$ cat src/hw/rtl/rmvmm_pkg.sv
// rmvmm_pkg: widths, microcode word layout and control store for the running statistics block
package rmvmm_pkg;

  // sample and fixed point formats
  localparam int SAMPLE_W   = 24;
  localparam int FRAC_W     = 16;
  localparam int COUNT_W    = 32;
  localparam int MEAN_W     = SAMPLE_W + FRAC_W;
  localparam int DEV_W      = 64;
  localparam int PROD_SHIFT = 2 * FRAC_W - 8;

  // multiplier split: mean-wide magnitude times half of the other magnitude
  localparam int MUL_LO_W   = MEAN_W / 2;
  localparam int MUL_B_W    = MEAN_W - MUL_LO_W;
  localparam int PART_W     = MEAN_W + MUL_B_W;
  localparam int PROD_W     = 2 * MEAN_W;
  localparam int TERM_W     = PROD_W - PROD_SHIFT;

  // divider step counter
  localparam int DIV_CNT_W  = $clog2(MEAN_W);

  // sequencer program counter
  localparam int PC_W = 4;

  // jump and hold conditions
  typedef enum logic [2:0] {
    COND_NEVER    = 3'd0,
    COND_ALWAYS   = 3'd1,
    COND_NO_INPUT = 3'd2,
    COND_FULL     = 3'd3,
    COND_DIV_MORE = 3'd4,
    COND_OUT_BUSY = 3'd5
  } cond_t;

  // one control word per microcode step
  typedef struct packed {
    logic            in_rdy;
    logic            init;
    logic            div_step;
    logic            mean_upd;
    logic            dev2;
    logic            mul_lo;
    logic            mul_hi;
    logic            commit;
    logic            emit;
    cond_t           hold;
    cond_t           jmp;
    logic [PC_W-1:0] target;
  } ctrl_word_t;

  // datapath status seen by the sequencer
  typedef struct packed {
    logic accept;
    logic full;
    logic div_more;
    logic out_busy;
  } seq_stat_t;

  // step addresses
  localparam logic [PC_W-1:0] ST_WAIT   = 4'd0;
  localparam logic [PC_W-1:0] ST_CHECK  = 4'd1;
  localparam logic [PC_W-1:0] ST_DIV    = 4'd2;
  localparam logic [PC_W-1:0] ST_MEAN   = 4'd3;
  localparam logic [PC_W-1:0] ST_DEV2   = 4'd4;
  localparam logic [PC_W-1:0] ST_MUL_LO = 4'd5;
  localparam logic [PC_W-1:0] ST_MUL_HI = 4'd6;
  localparam logic [PC_W-1:0] ST_COMMIT = 4'd7;
  localparam logic [PC_W-1:0] ST_EMIT   = 4'd8;

  // control store
  function automatic ctrl_word_t ucode_rom(input logic [PC_W-1:0] addr);
    ctrl_word_t w;
    w        = '0;
    w.hold   = COND_NEVER;
    w.jmp    = COND_NEVER;
    w.target = ST_WAIT;
    case (addr)
      ST_WAIT: begin
        w.in_rdy = 1'b1;
        w.hold   = COND_NO_INPUT;
      end
      ST_CHECK: begin
        w.init   = 1'b1;
        w.jmp    = COND_FULL;
        w.target = ST_EMIT;
      end
      ST_DIV: begin
        w.div_step = 1'b1;
        w.hold     = COND_DIV_MORE;
      end
      ST_MEAN:   w.mean_upd = 1'b1;
      ST_DEV2:   w.dev2     = 1'b1;
      ST_MUL_LO: w.mul_lo   = 1'b1;
      ST_MUL_HI: w.mul_hi   = 1'b1;
      ST_COMMIT: w.commit   = 1'b1;
      ST_EMIT: begin
        w.emit   = 1'b1;
        w.hold   = COND_OUT_BUSY;
        w.jmp    = COND_ALWAYS;
        w.target = ST_WAIT;
      end
      default: begin
        w.jmp    = COND_ALWAYS;
        w.target = ST_WAIT;
      end
    endcase
    return w;
  endfunction

endpackage

$ cat src/hw/rtl/rmvmm_in_if.sv
// rmvmm_in_if: sample channel carrying one wait-time word
interface rmvmm_in_if import rmvmm_pkg::*; ();
  logic                valid;
  logic                ready;
  logic [SAMPLE_W-1:0] sample_us;

  modport source (output valid, output sample_us, input ready);
  modport sink   (input valid, input sample_us, output ready);
endinterface

$ cat src/hw/rtl/rmvmm_out_if.sv
// rmvmm_out_if: result channel carrying the running statistics word
interface rmvmm_out_if import rmvmm_pkg::*; ();
  logic                valid;
  logic                ready;
  logic [COUNT_W-1:0]  sample_count;
  logic [MEAN_W-1:0]   mean_value;
  logic [DEV_W-1:0]    squared_dev_sum;
  logic [SAMPLE_W-1:0] min_sample;
  logic [SAMPLE_W-1:0] max_sample;
  logic                overflow;

  modport source (output valid, output sample_count, output mean_value,
                  output squared_dev_sum, output min_sample, output max_sample,
                  output overflow, input ready);
  modport sink   (input valid, input sample_count, input mean_value,
                  input squared_dev_sum, input min_sample, input max_sample,
                  input overflow, output ready);
endinterface

$ cat src/hw/rtl/running_mean_variance_min_max.sv
// running_mean_variance_min_max: top level, Welford running statistics datapath
//
//   channel  | dir | payload                                             | handshake
//   in_ch    | in  | sample_us                                           | valid/ready
//   out_ch   | out | sample_count mean_value squared_dev_sum min/max ovf | valid/ready
//
// From acceptance to the result register a word passes through one check step,
// 40 steps of the restoring divider (one quotient bit a step), mean and deviation
// steps, two multiply steps of a 40x20 multiplier, commit and result load.
// The wait step follows, so a new sample is accepted only once the previous one is through.
// A saturated counter jumps from the check step to result load, skipping divider, update and commit.
// rst_n is synchronous; it clears the statistics and the sequencer, min to all ones.
// The next sample is taken while the previous result still waits in the output register;
// the result load step holds while that register is full and not being drained.
module running_mean_variance_min_max import rmvmm_pkg::*; (
  input logic          clk,
  input logic          rst_n,
  rmvmm_in_if.sink     in_ch,
  rmvmm_out_if.source  out_ch
);

  ctrl_word_t cw;
  seq_stat_t  stat;

  // statistics state
  logic [COUNT_W-1:0]  count_r;
  logic [MEAN_W-1:0]   mean_r;
  logic [DEV_W-1:0]    devsum_r;
  logic [SAMPLE_W-1:0] min_r, max_r;

  // per-sample working registers
  logic [SAMPLE_W-1:0]  x_r;
  logic                 ovf_r;
  logic                 neg1_r;
  logic [MEAN_W-1:0]    mag1_r;
  logic [COUNT_W-1:0]   rem_r;
  logic [MEAN_W-1:0]    quo_r;
  logic [DIV_CNT_W-1:0] div_cnt_r;
  logic [MEAN_W-1:0]    mean_new_r;
  logic [MEAN_W-1:0]    mag2_r;
  logic                 skip_r;
  logic [PROD_W-1:0]    acc_r;

  // result register
  logic                out_valid_r;
  logic [COUNT_W-1:0]  out_count_r;
  logic [MEAN_W-1:0]   out_mean_r;
  logic [DEV_W-1:0]    out_dev_r;
  logic [SAMPLE_W-1:0] out_min_r, out_max_r;
  logic                out_ovf_r;

  logic [MEAN_W-1:0]  xs;
  logic               full;
  logic [COUNT_W-1:0] divisor;
  logic               neg1;
  logic [MEAN_W-1:0]  mag1;
  logic [COUNT_W:0]   rem_sh;
  logic               ge;
  logic [COUNT_W:0]   rem_sub;
  logic [MEAN_W-1:0]  mean_new;
  logic               neg2;
  logic [MEAN_W-1:0]  mag2;
  logic [MUL_B_W-1:0] mul_b;
  logic [PART_W-1:0]  part;
  logic [TERM_W-1:0]  term;
  logic [DEV_W:0]     dev_sum;
  logic               out_busy;

  rmvmm_useq u_useq (
    .clk   (clk),
    .rst_n (rst_n),
    .stat  (stat),
    .cw    (cw)
  );

  // handshake and sequencer status
  assign in_ch.ready   = cw.in_rdy && rst_n;
  assign full          = (count_r == {COUNT_W{1'b1}});
  assign out_busy      = out_valid_r && !out_ch.ready;
  assign stat.accept   = in_ch.valid && in_ch.ready;
  assign stat.full     = full;
  assign stat.div_more = (div_cnt_r != '0);
  assign stat.out_busy = out_busy;

  // first deviation from the old mean
  assign xs      = {x_r, {FRAC_W{1'b0}}};
  assign divisor = count_r + COUNT_W'(1);
  assign neg1    = xs < mean_r;
  assign mag1    = neg1 ? (mean_r - xs) : (xs - mean_r);

  // restoring divider step
  assign rem_sh  = {rem_r, quo_r[MEAN_W-1]};
  assign ge      = rem_sh >= {1'b0, divisor};
  assign rem_sub = rem_sh - {1'b0, divisor};

  // mean move and second deviation
  assign mean_new = neg1_r ? (mean_r - quo_r) : (mean_r + quo_r);
  assign neg2     = xs < mean_new_r;
  assign mag2     = neg2 ? (mean_new_r - xs) : (xs - mean_new_r);

  // partial product of the deviation magnitudes
  assign mul_b = cw.mul_hi ? mag2_r[MEAN_W-1:MUL_LO_W] : MUL_B_W'(mag2_r[MUL_LO_W-1:0]);
  assign part  = PART_W'(mag1_r) * PART_W'(mul_b);

  // truncated product and saturating sum
  assign term    = acc_r[PROD_W-1:PROD_SHIFT];
  assign dev_sum = {1'b0, devsum_r} + (DEV_W + 1)'(term);

  // working registers
  always_ff @(posedge clk) begin
    if (stat.accept) begin
      x_r <= in_ch.sample_us;
    end
    if (cw.init) begin
      neg1_r <= neg1;
      mag1_r <= mag1;
      rem_r  <= '0;
      quo_r  <= mag1;
    end
    if (cw.div_step) begin
      rem_r <= ge ? rem_sub[COUNT_W-1:0] : rem_sh[COUNT_W-1:0];
      quo_r <= {quo_r[MEAN_W-2:0], ge};
    end
    if (cw.mean_upd) begin
      mean_new_r <= mean_new;
    end
    if (cw.dev2) begin
      mag2_r <= mag2;
      skip_r <= (neg1_r != neg2) && (mag1_r != '0) && (mag2 != '0);
    end
    if (cw.mul_lo) begin
      acc_r <= PROD_W'(part);
    end
    if (cw.mul_hi) begin
      acc_r <= acc_r + (PROD_W'(part) << MUL_LO_W);
    end
  end

  // divider step counter and overflow flag
  always_ff @(posedge clk) begin
    if (!rst_n) begin
      div_cnt_r <= '0;
      ovf_r     <= 1'b0;
    end else begin
      if (cw.init) begin
        div_cnt_r <= DIV_CNT_W'(MEAN_W - 1);
        ovf_r     <= full;
      end else if (cw.div_step && (div_cnt_r != '0)) begin
        div_cnt_r <= div_cnt_r - DIV_CNT_W'(1);
      end
      if (cw.commit && !skip_r && dev_sum[DEV_W]) begin
        ovf_r <= 1'b1;
      end
    end
  end

  // statistics commit
  always_ff @(posedge clk) begin
    if (!rst_n) begin
      count_r  <= '0;
      mean_r   <= '0;
      devsum_r <= '0;
      min_r    <= {SAMPLE_W{1'b1}};
      max_r    <= '0;
    end else if (cw.commit) begin
      count_r <= divisor;
      mean_r  <= mean_new_r;
      if (!skip_r) begin
        devsum_r <= dev_sum[DEV_W] ? {DEV_W{1'b1}} : dev_sum[DEV_W-1:0];
      end
      if (x_r < min_r) begin
        min_r <= x_r;
      end
      if (x_r > max_r) begin
        max_r <= x_r;
      end
    end
  end

  // result register
  always_ff @(posedge clk) begin
    if (!rst_n) begin
      out_valid_r <= 1'b0;
    end else if (cw.emit && !out_busy) begin
      out_valid_r <= 1'b1;
    end else if (out_ch.ready) begin
      out_valid_r <= 1'b0;
    end
  end

  always_ff @(posedge clk) begin
    if (cw.emit && !out_busy) begin
      out_count_r <= count_r;
      out_mean_r  <= mean_r;
      out_dev_r   <= devsum_r;
      out_min_r   <= min_r;
      out_max_r   <= max_r;
      out_ovf_r   <= ovf_r;
    end
  end

  assign out_ch.valid           = out_valid_r;
  assign out_ch.sample_count    = out_count_r;
  assign out_ch.mean_value      = out_mean_r;
  assign out_ch.squared_dev_sum = out_dev_r;
  assign out_ch.min_sample      = out_min_r;
  assign out_ch.max_sample      = out_max_r;
  assign out_ch.overflow        = out_ovf_r;

endmodule

$ cat src/hw/rtl/rmvmm_useq.sv
// rmvmm_useq: microcode sequencer, program counter and control store lookup
module rmvmm_useq import rmvmm_pkg::*; (
  input  logic       clk,
  input  logic       rst_n,
  input  seq_stat_t  stat,
  output ctrl_word_t cw
);

  logic [PC_W-1:0] pc_r, pc_nxt;
  logic            hold_hit, jmp_hit;

  function automatic logic cond_true(input cond_t c, input seq_stat_t s);
    logic r;
    case (c)
      COND_NEVER:    r = 1'b0;
      COND_ALWAYS:   r = 1'b1;
      COND_NO_INPUT: r = !s.accept;
      COND_FULL:     r = s.full;
      COND_DIV_MORE: r = s.div_more;
      COND_OUT_BUSY: r = s.out_busy;
      default:       r = 1'b0;
    endcase
    return r;
  endfunction

  // current control word
  assign cw = ucode_rom(pc_r);

  // next step: hold, jump or fall through
  always_comb begin
    hold_hit = cond_true(cw.hold, stat);
    jmp_hit  = cond_true(cw.jmp, stat);
    if (hold_hit) begin
      pc_nxt = pc_r;
    end else if (jmp_hit) begin
      pc_nxt = cw.target;
    end else begin
      pc_nxt = pc_r + PC_W'(1);
    end
  end

  always_ff @(posedge clk) begin
    if (!rst_n) begin
      pc_r <= ST_WAIT;
    end else begin
      pc_r <= pc_nxt;
    end
  end

endmodule

$ cat src/flat_wrapper.sv
// flat-port wrapper written by rule: the top's interface ports become plain ports
module running_mean_variance_min_max_flat import rmvmm_pkg::*;
  (clk, rst_n, in_ch_valid, in_ch_sample_us, in_ch_ready, out_ch_valid, out_ch_sample_count, out_ch_mean_value, out_ch_squared_dev_sum, out_ch_min_sample, out_ch_max_sample, out_ch_overflow, out_ch_ready);
  rmvmm_in_if in_ch_i ();
  rmvmm_out_if out_ch_i ();
  input logic clk;
  input logic rst_n;
  input wire logic [$bits(in_ch_i.valid)-1:0] in_ch_valid;
  input wire logic [$bits(in_ch_i.sample_us)-1:0] in_ch_sample_us;
  output wire logic [$bits(in_ch_i.ready)-1:0] in_ch_ready;
  output wire logic [$bits(out_ch_i.valid)-1:0] out_ch_valid;
  output wire logic [$bits(out_ch_i.sample_count)-1:0] out_ch_sample_count;
  output wire logic [$bits(out_ch_i.mean_value)-1:0] out_ch_mean_value;
  output wire logic [$bits(out_ch_i.squared_dev_sum)-1:0] out_ch_squared_dev_sum;
  output wire logic [$bits(out_ch_i.min_sample)-1:0] out_ch_min_sample;
  output wire logic [$bits(out_ch_i.max_sample)-1:0] out_ch_max_sample;
  output wire logic [$bits(out_ch_i.overflow)-1:0] out_ch_overflow;
  input wire logic [$bits(out_ch_i.ready)-1:0] out_ch_ready;
  assign in_ch_i.valid = in_ch_valid;
  assign in_ch_i.sample_us = in_ch_sample_us;
  assign in_ch_ready = in_ch_i.ready;
  assign out_ch_valid = out_ch_i.valid;
  assign out_ch_sample_count = out_ch_i.sample_count;
  assign out_ch_mean_value = out_ch_i.mean_value;
  assign out_ch_squared_dev_sum = out_ch_i.squared_dev_sum;
  assign out_ch_min_sample = out_ch_i.min_sample;
  assign out_ch_max_sample = out_ch_i.max_sample;
  assign out_ch_overflow = out_ch_i.overflow;
  assign out_ch_i.ready = out_ch_ready;
  running_mean_variance_min_max u_core (.clk(clk), .rst_n(rst_n), .in_ch(in_ch_i), .out_ch(out_ch_i));
endmodule
$ cat config.mk
export PLATFORM = sky130hd
export DESIGN_NAME = running_mean_variance_min_max_flat
export DESIGN_NICKNAME = d
export VERILOG_FILES = /design/src/hw/rtl/rmvmm_pkg.sv /design/src/hw/rtl/rmvmm_in_if.sv /design/src/hw/rtl/rmvmm_out_if.sv /design/src/hw/rtl/running_mean_variance_min_max.sv /design/src/hw/rtl/rmvmm_useq.sv /design/src/flat_wrapper.sv
export SDC_FILE = /design/constraint.sdc
export NUM_CORES = 2
export LEC_CHECK = 0
export BUFFER_PORTS_ARGS = -buffer_cell sky130_fd_sc_hd__buf_2
export CAP_MARGIN = 30
export CORE_UTILIZATION = 59
export CTS_CLUSTER_DIAMETER = 50
export DETAILED_ROUTE_END_ITERATION = 10
export GPL_TIMING_DRIVEN = 0
export PLACE_DENSITY = 0.79
export SYNTH_ARGS = -nofsm -noshare
export SYNTH_HDL_FRONTEND = slang
export SYNTH_HIERARCHICAL = 1
export SYNTH_SLANG_ARGS = --single-unit
export TNS_END_PERCENT = 100
$ cat constraint.sdc
create_clock -name clk -period 10.54 [get_ports clk]
set_input_delay 1.581 -clock clk [delete_from_list [all_inputs] [get_ports clk]]
set_output_delay 1.581 -clock clk [all_outputs]
set_load 0.005 [all_outputs]
; ---- Yosys cells after proc, flatten, opt, wreduce, memory -nomap -nowiden
; Index checks and enable logic that the tools add are counted.
[op_classes]
n_bitwise = 2
eq_ne = 20
multipliers = 1
mux = 32
reduce_logical = 27
order_cmp = 5
addsub = 12
[ops]
columns = operator, n
row1 = 40-bit 2-to-1 mux, 5
row2 = 40-bit subtractor, 5
row3 = 80-bit 2-to-1 mux, 2
row4 = 32-bit 2-to-1 mux, 3
row5 = 80-bit adder, 1
row6 = 40-bit < comparator, 2
row7 = 40-bit nonzero test, 2
row8 = 64-bit by 56-bit adder with 65-bit output, 1
row9 = 64-bit 2-to-1 mux, 1
row10 = 40-bit by 20-bit multiplier with 60-bit output, 1
row11 = 40-bit adder, 1
row12 = 33-bit by 32-bit greater-or-equal comparator with 1-bit output, 1
row13 = 32-bit by 1-bit adder with 32-bit output (second input constant), 1
row14 = 32-bit == test (second input constant), 1
row15 = 32-bit subtractor, 1
row16 = 24-bit greater-than comparator, 1
row17 = 24-bit < comparator, 1
row18 = 20-bit 2-to-1 mux, 1
row19 = 4-bit by 3-bit == test with 1-bit output (second input constant), 4
row20 = 1-bit 2-to-1 mux, 13
row21 = 3-bit by 2-bit == test with 1-bit output (second input constant), 4
row22 = 3-bit == test (second input constant), 4
row23 = 6-bit 2-to-1 mux, 2
row24 = 6-bit one-hot mux with 2 select lines, 1
row25 = other kinds (19), 40
[word_totals]
ff_bits = 679

; ---- Depth between registers and ports, before layout
[logic_depth]
word_depth = 7
depth_mapped = 47
mapped_depth_nobuf = 42

; ---- By module
; The synthesis kept the hierarchy.
[by_module_without_submodules]
columns = mod, area_per_inst_um2, cells_each, n_inst
row1 = running_mean_variance_min_max, 66865.4, 7169, 1
row2 = rmvmm_useq, 484.2, 62, 1

; ---- Worst setup path after synthesis
; No wires, ideal clock.
[synth_timing]
kind = register to register
start = register u_core.u_useq.pc_r[2]
end = register u_core.acc_r[69] (data pin)
path_slack_ns = -0.214
setup_ns = 0.255
path_stages_with_launch = 46
t_arrival_ns = 10.499
t_required_ns = 10.285
cell_sequence = dfxtp_1 clkbuf_2 and2b_2 and2_1 clkbuf_1 clkbuf_1 mux2_2 clkbuf_1 and2_1 fa_1 fa_1 inv_1 fa_1 inv_1 fa_1 inv_1 fa_1 inv_1 (+10 left out) a21oi_1 o21ai_0 a2111oi_0 nor3_1 a31oi_1 xnor2_1 ha_1 inv_1 o21ai_0 a211oi_1 nor2b_1 o41a_1 o41ai_1 a31oi_1 a21oi_1 o21ai_0 a21oi_1 and3b_1
[synth_lines]
columns = element, line_no
row1 = "start, declared", rmvmm_useq.sv:9  ; logic [PC_W-1:0] pc_r, pc_nxt;
row2 = "start signal, assigned", rmvmm_useq.sv:46  ; pc_r <= pc_nxt;
row3 = "end signal, assigned", running_mean_variance_min_max.sv:132  ; acc_r <= PROD_W'(part);
row4 = "end signal, assigned", running_mean_variance_min_max.sv:135  ; acc_r <= acc_r + (PROD_W'(part) << MUL_LO_W);
row5 = "end, declared", running_mean_variance_min_max.sv:42  ; logic [PROD_W-1:0] acc_r;

==> impl_metrics.toml <==
[yosys]
synth_area_mm2 = 0.0673
synth_cells = 7221
avgSynthCellArea_um2 = 9.32
syn-num-nets = 8442
ys_warn_count = 6

[floorplan]
die_area_mm2 = 0.115
num_rows = 123
core_area_mm2 = 0.113
initial_utilization_pct = 59.6
die_w_um = 340
pin_count = 215
dieHeight_um = 340

[global_route]
grt_pass1_wl_um = 309000
antenna_found_initial = 4
grt_use_total_pct = 34.6
grt-ovfl-total = 0
first_global_vias = 54400
grt_start_max_net_pins = 61

[place]
place.port_buffers = 214
place_congestion = 1.01
dp_hpwl_um = 162000
placed_area_mm2 = 0.0705
dp_worst_setup_slack_ns = -2.41

[clocking]
hold_buffers = 0
path_clk_slew_ns = 0.06
cts-root-buf = "clkbuf_16"
cts.sink_count = 659
cts_max_path_buffers = 3
h-tree-depth = 3
cts_tree = "yes"
cts_buffers = 81
worstSkewPairLatency_ns = 0.70

[route]
wl_um = 202000
drt_iter0_drc = 5107
drtAntennaViolNets = 0
drt_drc_violations_left = 0
wl_per_cell_um = 22.2
drt_first_pass_iters = 6
vias = 54900
viasPerCell = 6.02

[setup_path]
critPathMaxFanout = 10
crit_slowest_cell = "fa_1"
worstPathBufferInverterCount = 12
slowest_delay_ns = 0.53
critPathKind = "reg -> reg"
critPathTopFamily = "adder cells"
required_ns = 10.97
critPathLaunchType = "register"
crit_top_cell = "inv_1"
end_kind = "register"
arrival_ns = 10.74

[final_layout]
syn2layout_area_growth_pct = 10.7
drive_above_1_share_pct = 9.29
fillers = 8955
final_nets = 8767
finalInstanceArea_mm2 = 0.0745

[timing]
slew_headroom_pct = 27.8
setup_viol = 0
fmax_mhz = 97.0
rsz0062_at_grt = "yes"
worst_slack_ns = 0.230
holdWs_ns = 0.430
period_share_pct = 97.8
max_slew.worst_pin.slew_ns = 1.08
finalHoldViolations = 0
period_needed_ns = 10.31
skew_ns = 0.0697
maxSlewViolCount = 0

[job]
maxCapViolCount = 0

[hold_path]
min_path_type = "reg -> reg"

[outcome]
status = "completed"
metrics by stage:
step,std cells,TNS [ns],util [%]
finish,9115,0,66.0
global route,9114,-0.320,66.0
CTS,9097,-0.0126,65.5
detailed placement,8946,-67.72,62.5
global placement,8935,-65.86,62.3
floorplan,7221,0,-
cell type report:
| class | instances | area (um2) | share of cell area, % |
|---|---|---|---|
| antenna | 1 | 2.50 | 0.00336 |
| sequential | 659 | 17800 | 24.0 |
| tap | 1500 | 1880 | 2.52 |
| clock inverter | 59 | 696 | 0.934 |
| inverter | 970 | 3650 | 4.90 |
| clock buffer | 92 | 2120 | 2.85 |
| timing repair buffer | 260 | 1570 | 2.11 |
| multi-input combinational | 5225 | 45100 | 60.6 |
| buffer | 349 | 1570 | 2.10 |
routing by layer:
| metal | track usage [%] | routed length, um | vias up |
|---|---|---|---|
| met5 | 0 | 40 | - |
| met4 | 17.8 | 12000 | 6 |
| met3 | 5.65 | 16800 | 551 |
| met2 | 56.2 | 94100 | 2586 |
| met1 | 44.6 | 79300 | 26900 |
| li1 | - | - | 24800 |
flip-flops by register name (all words and copies together), names as in the netlist, 40 cells and up:
signal / count
u_core/devsum_r: 64
u_core/out_ch.squared_dev_sum: 64
u_core/acc_r: 60
u_core/mag1_r: 40
u_core/mag2_r: 40
u_core/mean_new_r: 40
u_core/mean_r: 40
u_core/out_ch.mean_value: 40
u_core/quo_r: 40
timing repair:
item	CTS	global route
pin swaps	15	33
buffers inserted	12	20
setup endpoints to repair	40	26
gates resized for setup	154	140
gates cloned	0	1
worst paths after layout:
| path | start | to | slack [ns] | depth (start not counted) |
|---|---|---|---|---|
| min reg2reg | u_core/count_r[5] | u_core/out_ch.sample_count[5] | 0.43 | 0 |
| max | u_core/u_useq/pc_r[3] | u_core/acc_r[77] | 0.23 | 43 |
| min | u_core/count_r[5] | u_core/out_ch.sample_count[5] | 0.43 | 0 |
| max reg2reg | u_core/u_useq/pc_r[3] | u_core/acc_r[77] | 0.23 | 43 |
cells in the final DEF, fill, tap and decap left out, types with 46 or more instances in the layout:
cell         n
inv_1      967
nand2_1    804
fa_1       684
ha_1       482
edfxtp_1   463
a21oi_1    380
nor2_1     375
and2_1     340
clkbuf_1   280
xnor2_1    241
o21ai_0    236
buf_2      226
a21o_1     223
dfxtp_1    192
xor2_1     141
mux2i_1    110
a31oi_1     87
nand3_1     84
clkbuf_16   83
nand4_1     82
nor3_1      80
mux2_2      77
nor2b_1     73
and3_1      55
o21bai_1    54
buf_4       49
o211ai_1    46
Power is not shown: default switching activity piles up to over one toggle a cycle in this logic, so the estimate is an artifact.
